--- config.mk ---
export PLATFORM = sky130hd
export DESIGN_NAME = vebt_ram
export DESIGN_NICKNAME = d
export VERILOG_FILES = /design/src/vebt_ram.sv
export SDC_FILE = /design/constraint.sdc
export NUM_CORES = 2
export LEC_CHECK = 0
export BUFFER_PORTS_ARGS = -buffer_cell sky130_fd_sc_hd__buf_2
export CAP_MARGIN = 20
export CORE_MARGIN = 2
export CORE_UTILIZATION = 44
export CTS_CLUSTER_SIZE = 24
export DETAILED_ROUTE_END_ITERATION = 8
export PLACE_DENSITY_LB_ADDON = 0.08
export SYNTH_ARGS = -nofsm -noshare
export SYNTH_HDL_FRONTEND = slang
export SYNTH_SLANG_ARGS = --single-unit
--- constraint.sdc ---
create_clock -name clk_i -period 2.4 [get_ports clk_i]
set_input_delay 0.12 -clock clk_i [delete_from_list [all_inputs] [get_ports clk_i]]
set_output_delay 0.12 -clock clk_i [all_outputs]
set_load 0.01 [all_outputs]
--- src/vebt_ram.sv ---
`default_nettype none

// Simple dual-port RAM, one write port and one registered read port
module vebt_ram #(
  parameter int WIDTH = 8,
  parameter int DEPTH = 256
) (
  input  wire logic                     clk_i,
  input  wire logic                     we_i,
  input  wire logic [$clog2(DEPTH)-1:0] waddr_i,
  input  wire logic [WIDTH-1:0]         wdata_i,
  input  wire logic [$clog2(DEPTH)-1:0] raddr_i,
  output logic      [WIDTH-1:0]         rdata_o
);

  logic [WIDTH-1:0] mem_q [DEPTH];

  always_ff @(posedge clk_i) begin
    if (we_i) begin
      mem_q[waddr_i] <= wdata_i;
    end
  end

  always_ff @(posedge clk_i) begin
    rdata_o <= mem_q[raddr_i];
  end

endmodule

`default_nettype wire

# --- Word level (Yosys, flattened, before mapping) ---
# Memories as Yosys holds them, arrays and structs flattened. A register that Yosys moved wholly into a read port is not among the register bits.
# Index checks and enable logic that the tools add are counted.
classes:
  n_bitwise: 0
  div: 0
  eq_ne: 0
  n_shift: 0
  muxes: 2
  addsub: 0
  magnitude_cmp: 0
  mul: 0
  n_reduce_logical: 0
ops:
  columns: ["op", "n"]
  rows:
  - ["1-bit 2-to-1 mux", 2]
word_totals:
  ram_bits: 2048
  mem_bits_ro: 0
  latchBits: 0
  mem_count: 1
  elab_cells: 3
  register_bits: 0
  input_bits: 26
mem_list:
  columns: ["name", "words", "word_bits", "rd", "rd_ports_with_merged_regs", "wr", "line", "rtl"]
  rows:
  - ["mem_q", 256, 8, 1, 1, 1, "16", "logic [WIDTH-1:0] mem_q [DEPTH];"]

# --- Depth between registers and ports, before layout ---
logic_depth:
  depth_word: 2
  mapped_depth: 11
  ltp_nobuf: 6

# --- Worst setup path after synthesis ---
# OpenSTA, ideal clock, no wires.
synth_path:
  kind: "input to register"
  from: "in raddr_i[0]"
  to: "reg rdata_o[2] (read register of mem_q)"
  n_path_buf: 4
  setup_slack_ps: 342
  arrival_ps: 1927
  t_required_ps: 2269
  path_stages: 9
  path_cell_list: "buf_6 -> buf_12 -> buf_8 -> buf_2 -> mux4_2 -> a22oi_1 -> a21oi_1 -> nor4_1 -> nor4_2"
synth_lines:
  columns: ["item", "line", "rtl"]
  rows:
  - ["from (decl)", "12", "input wire logic [$clog2(DEPTH)-1:0] raddr_i,"]
  - ["to (decl)", "13", "output logic [WIDTH-1:0] rdata_o"]

==> impl_metrics.json <==
{
  "status": "finished clean",
  "grt_pass1_vias": 42184,
  "seq_area_mm2": 0.0617,
  "ys.warnings.count": 0,
  "required_ns": 3.13,
  "synthTopCellsByArea": "edfxtp_1 (77%), mux4_2 (13%), mux2i_1 (1.7%)",
  "start_util": 0.442,
  "worst_pin_slew_ns": 0.799,
  "syn_inst": 3733,
  "drcViolationCount": 0,
  "yosysSeqAreaShare": 0.775,
  "area_growth_pct": 18.8,
  "fin_crit_ns": 2.35,
  "r2r-end": "rdata_o[0]$_DFF_P_",
  "layout.nets": 4482,
  "drive_gt1_frac": 0.323,
  "start_kind": "flip-flop",
  "ff2ff_path_depth": 6,
  "fin_crit_sh": 0.980,
  "htree_num_levels": 4,
  "dieHeight_um": 429,
  "antenna_found_initial": 16,
  "rsz0062_at_grt": "no",
  "fmax_mhz": 425,
  "fp.dieArea_mm2": 0.184,
  "path_delay_family": "multiplexers",
  "io_buffers": 33,
  "slew_headroom": 0.467,
  "worstReg2RegStart": "mem_q[86][0]$_DFFE_PP_",
  "cts_inserted_buffers": 210,
  "async_flop_share": 0,
  "crit_slowest_cell": "mux4_2",
  "die_x_um": 429,
  "synth_cell_type_count": 55,
  "synth-edff-count": 2048,
  "design_area_mm2": 0.0945,
  "grt_pass1_wl_um": 310000,
  "drt-initial-drc-count": 4549,
  "crit_path_cell_trace": "mux4_2, mux4_2, nor2b_1, nor4_4, buf_4, nor4_2",
  "grt_use_total": 0.237,
  "p_leak_nw": 30.6,
  "power_density_mw_per_mm2": 798,
  "synth_top_cell_area_share": 0.773,
  "synth_top_area_cell": "edfxtp_1",
  "nFillCells": 14143,
  "critPathCaptureType": "flip-flop",
  "multiInputGateArea_mm2": 0.0166,
  "viasPerCell": 5.84,
  "place_congestion": 0.858,
  "synth.avg_cell_area_um2": 21.3,
  "worstSkewPairLatency_ns": 0.84,
  "ys_ff_latch": 2056,
  "crit_buf_inv": 1,
  "holdPathEnd": "mem_q[171][7]$_DFFE_PP_",
  "grt_max_degree": 108,
  "rows": 156,
  "vias": 40956,
  "pre_cts_slack_ns": -0.778,
  "grt_remaining_overflow": 0,
  "min_path_cells": 4,
  "crit_top_cell": "mux4_2",
  "synth.net_count": 3759,
  "dpl-instance-area_mm2": 0.0877,
  "clkSinkCount": 2056,
  "dr.pass1.iters": 5,
  "critPathArrivalTime_ns": 3.08,
  "core_area_mm2": 0.180,
  "clockRootBuffer": "clkbuf_16",
  "hp-start": "waddr_i[0]",
  "drt-total-wl_um": 217000,
  "path_max_fanout": 1,
  "max_cap_viol_count": 0,
  "crit_type": "reg2reg",
  "cts_tree": "yes",
  "cp_slowest_stage_delay_ns": 0.59,
  "finalClockSkew_ns": 0.0289,
  "dpl.hpwl_um": 144000,
  "worst_slack_ns": 0.0471,
  "finalSetupViolations": 0,
  "cts_buffer_depth": 3,
  "r2r_slack_ns": 0.05,
  "hold_class": "in2reg",
  "clk_pin_slew_worst_paths_ns": 0.06,
  "slew_violations": 0,
  "ant_nets": 0,
  "pin_count": 34,
  "yosys_most_used_dff": "edfxtp_1",
  "syn_area_mm2": 0.0796,
  "wl_per_cell_um": 30.9,
  "ir_worst_vdd_mv": 0.802,
  "finalHoldViolations": 0
}
[tightest hold or removal path, cell delays in order]
cell and delay (ns):
buf_2 0.18, nand3_1 0.20, nor2_1 0.06, buf_4 0.18
[cells by family after synthesis]
logic type	after synthesis	share of synthesized area
DFF	2056	0.775
and+or+nand+nor	466	0.0263
AOI/OAI and AO/OA	385	0.0342
muxes	591	0.146
buffers and inverters	235	0.0183
[where the power goes]
part           switching [mW]  internal (mW)
sequential             0.0460           39.6
combinational            2.61           1.73
clock                    13.4           18.2
total                    16.0           59.5
[timing repair]
item	in CTS	in global routing
setup endpoints to repair	6	1
hold buffers	13	0
buffers inserted	0	0
endpoints found under the hold margin	644	0
resized for setup	10	2
pin swaps	0	1
[layout make-up]
type                    count  area share
flip-flops and latches   2056       0.652
well taps                2370      0.0314
clock buffers             270      0.0593
repair buffers            744      0.0708
inverters                   2   0.0000794
clock inverters           121      0.0109
multi-input cells        1442       0.175
diodes                      5    0.000132
[layout by cell type, fill, tap and decap left out, types with 15 or more instances in the layout]
cell type  count
a211oi_1      15
a21oi_1       96
a22oi_1      133
buf_12        85
buf_2         22
buf_4        614
bufinv_16     16
clkbuf_1      54
clkbuf_16    216
clkinv_1      55
clkinv_2      39
edfxtp_1    2048
mux2i_1      134
mux4_2       454
nand2_1       33
nand3_1       34
nor2_1       279
nor2b_1       28
nor3_1        22
nor4_1        18
o221ai_1      45
o22ai_1       28
[through the flow]
step            util  setup TNS, ns  total power [mW]  hold slack (ns)  std cells
2_1_floorplan      -              0              42.3            0.219       3733
3_3_place_gp   0.487          -4.88              44.7            0.577       6601
3_5_place_dp   0.487          -4.84              44.7            0.578       6601
4_1_cts        0.525              0              76.2           0.0102       7005
5_1_grt        0.525              0              77.7           0.0751       7007
6_report       0.525              0              75.5           0.0889       7010
[registers in the layout, summed over array words and instances (netlist names)]
signal / cells
mem_q: 2048
rdata_o: 8
[cells in the mapped netlist, types with 6 or more instances]
library cell	count
a22oi_1	133
nor4_1	24
dfxtp_1	8
a21oi_1	96
nand3_1	34
and2_1	6
clkbuf_1	111
buf_2	31
buf_8	13
mux2i_1	134
buf_4	27
a22o_1	8
o211ai_1	10
buf_12	8
o22ai_1	28
mux4_2	454
a221oi_1	13
buf_1	22
nor2_1	282
nor2b_1	31
nand2_1	33
o221ai_1	46
nand4_1	10
nor3_1	22
nand2b_1	8
o21ai_0	10
a211oi_1	16
edfxtp_1	2048
buf_6	21
[metal layers]
layer / global-route usage / routed length, um / up-vias / part of all wire
met3: 0.0401 / 15200 / 318 / 0.070
met4: 0.0660 / 5730 / 8 / 0.026
li1: - / - / 17177 / -
met5: 0 / 54 / - / 0.00025
met1: 0.336 / 91400 / 21879 / 0.42
met2: 0.380 / 104000 / 1574 / 0.48
[worst max path at each step]
stage | start | endpoint | slack [ns] | depth (start not counted)
3_3_place_gp | raddr_i[0] | rdata_o[4]$_DFF_P_ | -0.74 | 10
6_report | mem_q[86][0]$_DFFE_PP_ | rdata_o[0]$_DFF_P_ | 0.05 | 6
4_1_cts | mem_q[25][5]$_DFFE_PP_ | rdata_o[5]$_DFF_P_ | 0.02 | 7
2_1_floorplan | raddr_i[0] | rdata_o[2]$_DFF_P_ | 0.34 | 9
3_5_place_dp | raddr_i[0] | rdata_o[4]$_DFF_P_ | -0.78 | 10
5_1_grt | mem_q[84][0]$_DFFE_PP_ | rdata_o[0]$_DFF_P_ | 0.01 | 6
No activity file was read; power rests on OpenSTA's default activity.
