--- config.mk ---
export PLATFORM = sky130hd
export DESIGN_NAME = vebt_face
export DESIGN_NICKNAME = d
export VERILOG_FILES = /design/src/vebt_pkg.sv /design/src/vebt_face.sv
export SDC_FILE = /design/constraint.sdc
export NUM_CORES = 1
export LEC_CHECK = 0
export BUFFER_PORTS_ARGS = -buffer_cell sky130_fd_sc_hd__buf_2
export CELL_PAD_IN_SITES_DETAIL_PLACEMENT = 0
export CELL_PAD_IN_SITES_GLOBAL_PLACEMENT = 2
export CORE_AREA = 2 2 57 59
export DETAILED_ROUTE_END_ITERATION = 10
export DIE_AREA = 0 0 59 61
export PLACE_DENSITY_LB_ADDON = 0.1
export SYNTH_ARGS = -nofsm -noshare
export SYNTH_HDL_FRONTEND = slang
export SYNTH_SLANG_ARGS = --single-unit
export TNS_END_PERCENT = 50
--- constraint.sdc ---
create_clock -name vclk -period 2.08
set_clock_uncertainty 0.05 [all_clocks]
set_input_delay 0.208 -clock vclk [all_inputs]
set_output_delay 0.208 -clock vclk [all_outputs]
set_load 0.01 [all_outputs]
--- src/vebt_pkg.sv ---
`default_nettype none

package vebt_pkg;

  // Chunk geometry and id width
  localparam int CHUNK_EDGE = 16;
  localparam int ID_BITS    = 8;

  // Fixed port widths
  localparam int COORD_W = 4;
  localparam int BLOCK_W = 8;

  // Internal coordinate width: wide enough for the port field and the chunk edge
  localparam int EDGE_W     = $clog2(CHUNK_EDGE);
  localparam int CRD_W      = (EDGE_W > COORD_W) ? EDGE_W : COORD_W;
  localparam int CELL_COUNT = CHUNK_EDGE * CHUNK_EDGE * CHUNK_EDGE;
  localparam int ADDR_BITS  = $clog2(CELL_COUNT);
  localparam int WIDE_W     = ID_BITS + BLOCK_W;

  typedef logic [CRD_W-1:0]     crd_t;
  typedef logic [ADDR_BITS-1:0] addr_t;
  typedef logic [ID_BITS-1:0]   id_t;
  typedef logic [2:0]           face_t;

  // Face codes, in report order; SELF means no step
  localparam face_t FACE_XN   = 3'd0;
  localparam face_t FACE_XP   = 3'd1;
  localparam face_t FACE_YN   = 3'd2;
  localparam face_t FACE_YP   = 3'd3;
  localparam face_t FACE_ZN   = 3'd4;
  localparam face_t FACE_ZP   = 3'd5;
  localparam face_t FACE_SELF = 3'd6;
  localparam int    FACE_COUNT = 6;

  localparam id_t ID_EMPTY = '0;
  localparam id_t ID_RESET = id_t'(1);

  // Result of one pass through the face stepper
  typedef struct packed {
    crd_t  x;
    crd_t  y;
    crd_t  z;
    logic  in_range;
    addr_t addr;
  } probe_t;

  function automatic id_t to_id(input logic [BLOCK_W-1:0] b);
    logic [WIDE_W-1:0] w;
    w = WIDE_W'(b);
    return w[ID_BITS-1:0];
  endfunction

  function automatic logic [BLOCK_W-1:0] to_byte(input id_t id);
    logic [WIDE_W-1:0] w;
    w = WIDE_W'(id);
    return w[BLOCK_W-1:0];
  endfunction

  function automatic addr_t cell_addr(input crd_t x, input crd_t y, input crd_t z);
    return addr_t'(z) * addr_t'(CHUNK_EDGE * CHUNK_EDGE)
         + addr_t'(y) * addr_t'(CHUNK_EDGE) + addr_t'(x);
  endfunction

  function automatic logic on_border(input crd_t x, input crd_t y, input crd_t z);
    return (x == '0) || (x == crd_t'(CHUNK_EDGE - 1)) ||
           (y == '0) || (y == crd_t'(CHUNK_EDGE - 1)) ||
           (z == '0) || (z == crd_t'(CHUNK_EDGE - 1));
  endfunction

  function automatic logic in_chunk(input crd_t x, input crd_t y, input crd_t z);
    return ({1'b0, x} < (CRD_W+1)'(CHUNK_EDGE)) &&
           ({1'b0, y} < (CRD_W+1)'(CHUNK_EDGE)) &&
           ({1'b0, z} < (CRD_W+1)'(CHUNK_EDGE));
  endfunction

endpackage

`default_nettype wire

--- src/vebt_face.sv ---
`default_nettype none

// Face stepper: moves a cell one step along a face, flags bounds, forms the address
module vebt_face (
  input  wire vebt_pkg::crd_t  base_x_i,
  input  wire vebt_pkg::crd_t  base_y_i,
  input  wire vebt_pkg::crd_t  base_z_i,
  input  wire vebt_pkg::face_t face_i,
  output vebt_pkg::probe_t     probe_o
);

  import vebt_pkg::*;

  logic [CRD_W:0] ex, ey, ez;

  always_comb begin
    ex = {1'b0, base_x_i};
    ey = {1'b0, base_y_i};
    ez = {1'b0, base_z_i};
    unique case (face_i)
      FACE_XN: ex = ex - (CRD_W+1)'(1);
      FACE_XP: ex = ex + (CRD_W+1)'(1);
      FACE_YN: ey = ey - (CRD_W+1)'(1);
      FACE_YP: ey = ey + (CRD_W+1)'(1);
      FACE_ZN: ez = ez - (CRD_W+1)'(1);
      FACE_ZP: ez = ez + (CRD_W+1)'(1);
      default: ;
    endcase
  end

  // Underflow wraps to all ones, which always fails the bound check
  assign probe_o.x        = ex[CRD_W-1:0];
  assign probe_o.y        = ey[CRD_W-1:0];
  assign probe_o.z        = ez[CRD_W-1:0];
  assign probe_o.in_range = (ex < (CRD_W+1)'(CHUNK_EDGE)) &&
                            (ey < (CRD_W+1)'(CHUNK_EDGE)) &&
                            (ez < (CRD_W+1)'(CHUNK_EDGE));
  assign probe_o.addr     = cell_addr(ex[CRD_W-1:0], ey[CRD_W-1:0], ez[CRD_W-1:0]);

endmodule

`default_nettype wire

# After elaboration in Yosys (flattened, before gate mapping)
# Index checks and enable logic that the tools add are counted.
# classes
n_addsub	8
mul	0
div_mod_pow	0
n_lt_le_gt_ge	3
eq_ne	5
shift	0
n_mux	3
bitwise	0
n_reduce_logical	3
# op_table
cell	n
$pmux 5 s2	3
$add 4x1->5 const B	3
$lt 5x5->1 const B	3
$sub 4x1->5 const B	3
$add 12x4->12	1
$add 12x8->12	1
$eq 3x2->1 const B	2
$eq 3x3->1 const B	2
$eq 3x1->1 const B	1
$logic_not 3->1	1
$logic_and 1x1->1	2
# word_totals
ff_bits	0
latch_bits	0
ram_bits	0
rom_bits	0
input_bits	15
output_inout_bits	25
word_cells	22
memories	0

# Logic depth before layout (Yosys ltp)
# Gate-level depths: netlist of run 1.
# logic_depth
word_depth	5
ltp_mapped	8

# Least setup slack after synthesis of run 1
# No wires, ideal clock.
# synth_path
path_kind	input port to output port
start	input port face_i[1]
end	output port probe_o[20] (netlist name)
arrival_ns	1.787
required_time_ns	1.822
setup_slack_ns	0.035
path_stages	8
path_cell_list	nor2b_1 -> nand2_1 -> ha_1 -> a21o_1 -> a21oi_1 -> xor2_1 -> o21ai_0 -> buf_4
# synth_rtl
element	line_no	source
start, declared	vebt_face.sv:8	input wire vebt_pkg::face_t face_i,
end, declared	vebt_face.sv:9	output vebt_pkg::probe_t probe_o

==> results of run 1 <==
## power by group through the flow
stage / Clock, uW / Combinational (uW) / Sequential (uW)
floorplan: 0 / 167 / 0
global placement: 0 / 245 / 0
finish: 0 / 267 / 0
CTS: 0 / 262 / 0
global route: 0 / 301 / 0
detailed placement: 0 / 246 / 0
## area by class of cell
cell class | count | area share, %
Multi-Input combinational cell | 71 | 56.1
Timing Repair Buffer | 60 | 36.6
Tap cell | 33 | 4.04
Inverter | 9 | 3.30
## tightest hold or removal path, stage by stage
cell and delay [ps]:
buf_2 90, nand2_1 40, o21ai_0 70, buf_2 130
## cells in the mapped netlist
cell type / count
inv_1: 9
nand3b_1: 1
fa_1: 3
nor2_1: 7
mux2_2: 1
o21ai_0: 9
buf_6: 1
ha_1: 9
nor2_2: 1
buf_4: 12
nor2b_1: 1
xnor2_1: 4
or2b_1: 1
a21oi_1: 6
xor2_1: 6
nand2_1: 11
or3_1: 1
nand2b_1: 4
a211oi_2: 1
or2_0: 1
mux2i_1: 1
a21o_1: 3
## worst max-delay path by stage
stage | from | to | cells past startpoint | slack [ps]
finish | face_i[2] | probe_o[12] | 9 | 20
global route | face_i[2] | probe_o[12] | 9 | -70
CTS | face_i[0] | probe_o[12] | 10 | 5
detailed placement | face_i[1] | probe_o[12] | 10 | -100
global placement | face_i[1] | probe_o[12] | 10 | -90
floorplan | face_i[1] | probe_o[20] | 8 | 30
## per-layer routing
metal | up-vias | part of all wire (%) | track usage (%)
met5 | - | 0 | 0
met4 | 0 | 0 | 0
met3 | 0 | 6.6 | 0.426
met2 | 27 | 47 | 18.4
met1 | 312 | 46 | 12.3
li1 | 386 | - | -
## through the flow
stage | TNS (ps) | util, % | std cells | hold WS [ps]
global placement | -88.1 | 31.4 | 170 | 697
CTS | 0 | 33.0 | 170 | 717
detailed placement | -105 | 31.4 | 170 | 717
floorplan | 0 | - | 93 | 466
finish | 0 | 34.6 | 173 | 709
global route | -73.6 | 34.6 | 173 | 746
## logic make-up after synthesis
family / after synthesis
compound gates: 19
xor+xnor: 10
fa+ha+maj: 12
buf+inv: 22
mux: 2
simple gates: 28
## timing repair
item | in CTS | in global routing
endpoints found under the setup margin | 2 | 5
endpoints found under the hold margin | 0 | 0
gates resized for setup | 11 | 13
pin swaps | 4 | 7
buffers inserted | 0 | 3
==> results.sh, run 1 <==
export IMPL_status="finished clean"
export IMPL_seq_cell_count=0
export IMPL_grt_pass1_vias=665
export IMPL_syn_area_um2=659
export IMPL_start_util_pct=22.3
export IMPL_placed_cell_area_um2=927
export IMPL_drv_cap=0
export IMPL_syn_avg_cell_area_um2=7.09
export IMPL_io_buffers=40
export IMPL_whs_endpoint="probe_o[6]"
export IMPL_synthCells=93
export IMPL_synth_fp_nets=120
export IMPL_worst_ep_required_time_ps=1820
export IMPL_first_iter_violations=9
export IMPL_rsz0062_at_grt="yes"
export IMPL_die_area_um2=3600
export IMPL_fillers=326
export IMPL_finalPower_uw=267
export IMPL_vias_per_cell=4.19
export IMPL_core_area_um2=2950
export IMPL_clkPwrFrac_pct=0
export IMPL_grt_max_degree=8
export IMPL_ys_seq_area_share_pct=0
export IMPL_final_nets=169
export IMPL_core_rowCount=20
export IMPL_drive_gt1_share_pct=53.6
export IMPL_final_cell_mix="buf_2, buf_4, nand2_1"
export IMPL_synth_compound_area_share_pct=16.7
export IMPL_path_buf_inv=3
export IMPL_synth_top_area_share_pct=17.1
export IMPL_synth_xor_area_share_pct=13.3
export IMPL_synthAdderAreaFrac_pct=26.2
export IMPL_io_pins=40
export IMPL_clock_buffers=0
export IMPL_finalSetupViolCount=0
export IMPL_firstDrtPassIters=2
export IMPL_endpoint_kind="output pin"
export IMPL_min_path_type="input pin to output pin"
export IMPL_wl_um=1640
export IMPL_critPathSlowestCell="fa_2"
export IMPL_max_freq_mhz=485
export IMPL_diodes=0
export IMPL_cp_cell_sequence="buf_8, nand3b_1, inv_2, fa_2, nand2b_4, a21oi_2, mux2_4, a211oi_2, buf_2"
export IMPL_postRouteAntennaNets=0
export IMPL_gp_congestion=0.706
export IMPL_grt_antenna_before_repair=0
export IMPL_synth_area_leaders="ha_1, buf_4, fa_1"
export IMPL_seq_power_share_pct=0
export IMPL_hold_viol_final=0
export IMPL_crit_fanout=6
export IMPL_cpPeakStageDelay_ps=360
export IMPL_die_w_um=59
export IMPL_p_switching_uw=131
export IMPL_drcViolationCount=0
export IMPL_worstHoldPathCells=4
export IMPL_grt_total_usage_pct=9.50
export IMPL_regArea_um2=0
export IMPL_p_leak_uw=0.000573
export IMPL_num_vias=725
export IMPL_p_int_uw=136
export IMPL_slew_violations=0
export IMPL_crit_type="input pin to output pin"
export IMPL_multiInputGateArea_um2=573
export IMPL_irDropWorstVdd_v=0.0000621
export IMPL_holdBufCountCts=0
export IMPL_fin_crit_sh_pct=99.2
export IMPL_min_from="base_y_i[2]"
export IMPL_place_ws_ps=-105
export IMPL_layout_min_cycle_time_ps=2060
export IMPL_mostFrequentLayoutCell="buf_2"
export IMPL_areaGrowthSynthToFinish_pct=55.0
export IMPL_grt_pass1_wl_um=2770
export IMPL_synth_distinct_cells=22
export IMPL_switching_share_pct=49.0
export IMPL_combPwrFrac_pct=100.0
export IMPL_wl_per_cell_um=9.48
export IMPL_final_design_area_no_fill_um2=1020
export IMPL_cp_start_kind="input pin"
export IMPL_critical_path_arrival_ps=1810
export IMPL_fin_ws_ps=16.6
export IMPL_die_h_um=61
export IMPL_dp_hpwl_um=1450
export IMPL_cp_top_family="adder cells"
export IMPL_tightest_slew_ps=306
export IMPL_synth_top_family_by_area="adder cells"
export IMPL_yosysTopAreaCell="ha_1"
export IMPL_slew_headroom_pct=79.6
export IMPL_ys_warn_count=0
export IMPL_overflow=0
export IMPL_synthSimpleGateAreaFrac_pct=20.1
export IMPL_p_per_area_nw_per_um2=261
export IMPL_synth_mux_area_share_pct=3.23
Note: power is estimated with default switching activity, not from simulation.
==> run 2: changes to the inputs <==
- MAX_ROUTING_LAYER: unset -> met4
==> run 2 against run 1 <==
Compared with the run above:
- routed wire length shrank 0.37%
- first-iteration DRC count unchanged
- critical path depth unchanged
- combinational power hardly changed
- fmax barely moved
- global-route usage up 0.30 points
- largest cell class unchanged
==> results.sh, run 2 (synthesized netlist as in run 1, its figures left out) <==
export IMPL_status="finished clean"
export IMPL_drv_cap=0
export IMPL_firstDrtPassIters=2
export IMPL_grt_use_met1_pct=12.6
export IMPL_wl_per_cell_um=9.45
export IMPL_worst_ep_required_time_ps=1820
export IMPL_clock_buffers=0
export IMPL_cp_cell_sequence="buf_8, nand3b_1, inv_2, fa_2, nand2b_4, a21oi_2, mux2_4, a211oi_2, buf_2"
export IMPL_critical_path_arrival_ps=1810
export IMPL_io_buffers=40
export IMPL_grt_use_met3_pct=0
export IMPL_cp_start_kind="input pin"
export IMPL_drive_gt1_share_pct=53.6
export IMPL_irDropWorstVdd_v=0.0000621
export IMPL_die_w_um=59
export IMPL_start_util_pct=22.3
export IMPL_mostFrequentLayoutCell="buf_2"
export IMPL_clkPwrFrac_pct=0
export IMPL_combPwrFrac_pct=100.0
export IMPL_crit_fanout=6
export IMPL_finalSetupViolCount=0
export IMPL_whs_endpoint="probe_o[6]"
export IMPL_final_design_area_no_fill_um2=1020
export IMPL_core_rowCount=20
export IMPL_die_area_um2=3600
export IMPL_die_h_um=61
export IMPL_fin_crit_sh_pct=99.2
export IMPL_tightest_slew_ps=306
export IMPL_hold_viol_final=0
export IMPL_wl_um=1630
export IMPL_min_path_type="input pin to output pin"
export IMPL_fillers=326
export IMPL_layout_min_cycle_time_ps=2060
export IMPL_final_cell_mix="buf_2, buf_4, nand2_1"
export IMPL_critPathSlowestCell="fa_2"
export IMPL_p_int_uw=136
export IMPL_areaGrowthSynthToFinish_pct=55.0
export IMPL_min_from="base_y_i[2]"
export IMPL_postRouteAntennaNets=0
export IMPL_overflow=0
export IMPL_first_iter_violations=9
export IMPL_p_leak_uw=0.000573
export IMPL_grt_pass1_wl_um=2770
export IMPL_grt_busiest_layer="met2"
export IMPL_core_area_um2=2950
export IMPL_vias_per_cell=4.20
export IMPL_rsz0062_at_grt="yes"
export IMPL_p_switching_uw=130
export IMPL_cpPeakStageDelay_ps=360
export IMPL_place_ws_ps=-105
export IMPL_drcViolationCount=0
export IMPL_tns_ps=0
export IMPL_worstHoldPathCells=4
export IMPL_io_pins=40
export IMPL_placed_cell_area_um2=927
export IMPL_p_per_area_nw_per_um2=261
export IMPL_grt_antenna_before_repair=0
export IMPL_dp_hpwl_um=1450
export IMPL_max_freq_mhz=484
export IMPL_met2_usage_pct=18.4
export IMPL_regArea_um2=0
export IMPL_seq_power_share_pct=0
export IMPL_switching_share_pct=49.0
export IMPL_crit_type="input pin to output pin"
export IMPL_grt_pass1_vias=666
export IMPL_holdBufCountCts=0
export IMPL_fin_ws_ps=15.9
export IMPL_gp_congestion=0.714
export IMPL_endpoint_kind="output pin"
export IMPL_diodes=0
export IMPL_grt_max_degree=8
export IMPL_slew_headroom_pct=79.6
export IMPL_seq_cell_count=0
export IMPL_grt_total_usage_pct=9.80
export IMPL_slew_violations=0
export IMPL_num_vias=726
export IMPL_final_nets=169
[run 2: cell counts in the layout (fill, tap and decap cells not counted)]
Identical to the previous run, type by type.
[run 2: power by group through the flow]
stage | combinational, uW | sequential (uW) | clock, uW
after floorplan | 167 | 0 | 0
after global placement | 245 | 0 | 0
after detailed placement | 246 | 0 | 0
after CTS | 262 | 0 | 0
after global routing | 301 | 0 | 0
final | 267 | 0 | 0
[run 2: routing by layer]
layer | routed length, um | share of wire, %
met5 | 0 | 0
met1 | 762 | 47
met2 | 774 | 47
met4 | 0 | 0
met3 | 98 | 6.0
[run 2: cell type report]
type | instances | area (um^2) | share of cell area [%]
multi-input combinational | 71 | 573 | 56.1
timing repair buffer | 60 | 374 | 36.6
tap | 33 | 41.3 | 4.04
inverter | 9 | 33.8 | 3.30
[run 2: worst max-delay path: cells and delay by family]
family / cells / cell delay [ps]
compound gates: 2 / 330
fa+ha+maj: 1 / 360
buf+inv: 3 / 330
mux: 1 / 310
simple gates: 2 / 270
[run 2: timing repair]
| item | CTS | global route |
|---|---|---|
| setup endpoints to repair | 2 | 5 |
| resized for setup | 11 | 13 |
| pin swaps | 4 | 7 |
| buffers inserted | 0 | 3 |
[run 2: how the worst max path moves through the flow]
stage / depth (start not counted) / slack [ps] / from / end
finish: 9 / 20 / face_i[2] / probe_o[12]
global route: 9 / -70 / face_i[2] / probe_o[12]
CTS: 10 / 5 / face_i[0] / probe_o[12]
detailed placement: 10 / -100 / face_i[1] / probe_o[12]
global placement: 10 / -90 / face_i[1] / probe_o[12]
floorplan: 8 / 30 / face_i[1] / probe_o[20]
[run 2: stage by stage]
stage	power [uW]	hold slack [ps]	std cells	util [%]
floorplan	167	466	93	-
global placement	245	697	170	31.4
detailed placement	246	717	170	31.4
CTS	262	717	170	33.0
global route	301	746	173	34.6
finish	267	709	173	34.6
==> run 3: changes to the inputs <==
- PLACE_DENSITY_LB_ADDON: 0.1 -> 0.12
==> run 3 against run 2 <==
Compared with the run above:
- setup slack gained 38 ps
- sequential cell count stayed put
- combinational power rose by 3%
- largest power group unchanged
- global-route usage shrank 0.27 points
==> results.sh, run 3 (synthesized netlist as in run 1, its figures left out) <==
export IMPL_min_path_type="input pin to output pin"
export IMPL_die_h_um=61
export IMPL_drv_cap=0
export IMPL_hold_viol_final=0
export IMPL_fillers=328
export IMPL_fin_crit_sh_pct=97.4
export IMPL_critPathLaunch="face_i[2]"
export IMPL_vias_per_cell=4.20
export IMPL_final_cell_mix="buf_2, buf_4, nand2_1"
export IMPL_first_iter_violations=9
export IMPL_dp_hpwl_um=1430
export IMPL_wl_um=1620
export IMPL_tightest_slew_ps=340
export IMPL_p_leak_uw=0.000576
export IMPL_endpoint_kind="output pin"
export IMPL_max_freq_mhz=494
export IMPL_io_pins=40
export IMPL_worstHoldPathCells=4
export IMPL_layout_min_cycle_time_ps=2030
export IMPL_postRouteAntennaNets=0
export IMPL_cp_start_kind="input pin"
export IMPL_overflow=0
export IMPL_drcViolationCount=0
export IMPL_grt_total_usage_pct=9.53
export IMPL_grt_max_degree=9
export IMPL_slew_headroom_pct=77.3
export IMPL_firstDrtPassIters=2
export IMPL_diodes=0
export IMPL_p_per_area_nw_per_um2=266
export IMPL_placed_cell_area_um2=920
export IMPL_status="finished clean"
export IMPL_io_buffers=40
export IMPL_mostFrequentLayoutCell="buf_2"
export IMPL_core_area_um2=2950
export IMPL_fin_ws_ps=54.1
export IMPL_crit_fanout=7
export IMPL_finalSetupViolCount=0
export IMPL_regArea_um2=0
export IMPL_num_vias=719
export IMPL_clock_buffers=0
export IMPL_areaGrowthSynthToFinish_pct=57.3
export IMPL_worst_ep_required_time_ps=1820
export IMPL_irDropWorstVdd_v=0.0000771
export IMPL_final_design_area_no_fill_um2=1040
export IMPL_finalPower_uw=276
export IMPL_core_rowCount=20
export IMPL_grt_pass1_wl_um=2740
export IMPL_seq_cell_count=0
export IMPL_whs_endpoint="probe_o[6]"
export IMPL_slew_violations=0
export IMPL_min_from="base_y_i[2]"
export IMPL_grt_pass1_vias=685
export IMPL_holdBufCountCts=0
export IMPL_gp_congestion=0.754
export IMPL_wl_per_cell_um=9.48
export IMPL_final_nets=167
export IMPL_die_area_um2=3600
export IMPL_critical_path_arrival_ps=1770
export IMPL_place_ws_ps=-112
export IMPL_multiInputGateArea_um2=601
export IMPL_drive_gt1_share_pct=55.8
export IMPL_grt_antenna_before_repair=0
export IMPL_start_util_pct=22.3
export IMPL_die_w_um=59
export IMPL_crit_type="input pin to output pin"
==> run 3: worst max-delay path: stages <==
cell      delay (ps)
buf_6            110
nand3b_1         130
inv_2             60
fa_2             360
nand2b_4         150
a21oi_2          130
mux2_4           310
a211oi_2         140
buf_2            160
==> run 3: timing repair <==
action	in CTS	in global routing
resized for setup	9	20
cloned	0	0
setup endpoints to repair	1	9
buffers inserted	0	2
pin swaps	3	7
==> run 3: worst max path at each step <==
stage | end | slack, ps | cells past startpoint
floorplan | probe_o[20] | 30 | 8
global placement | probe_o[12] | -90 | 10
detailed placement | probe_o[12] | -110 | 9
CTS | probe_o[12] | 10 | 10
global route | probe_o[12] | -30 | 9
finish | probe_o[12] | 50 | 9
==> run 3: layer usage <==
metal | vias to the layer above | track usage (%) | share of wire [%]
li1 | 382 | - | -
met1 | 311 | 12.6 | 46
met2 | 26 | 17.5 | 48
met3 | 0 | 0 | 5.1
met4 | 0 | 0 | 0
met5 | - | - | 0
==> run 3: through the flow <==
step	TNS, ps	utilization [%]	hold WS, ps	cells
finish	0	35.1	709	171
CTS	0	32.6	719	169
global route	-26.9	35.1	748	171
detailed placement	-112	31.1	716	169
floorplan	0	-	466	93
global placement	-85.4	31.1	699	169
==> run 3: where the power goes <==
| part | switching [uW] | internal, uW |
|---|---|---|
| combinational | 135 | 141 |
| clock | 0 | 0 |
| sequential | 0 | 0 |
| total | 135 | 141 |
==> run 3: layout make-up <==
cell class	instances	area share, %
timing repair buffer	58	34.9
multi-input combinational	71	57.9
inverter	9	3.26
tap	33	3.98
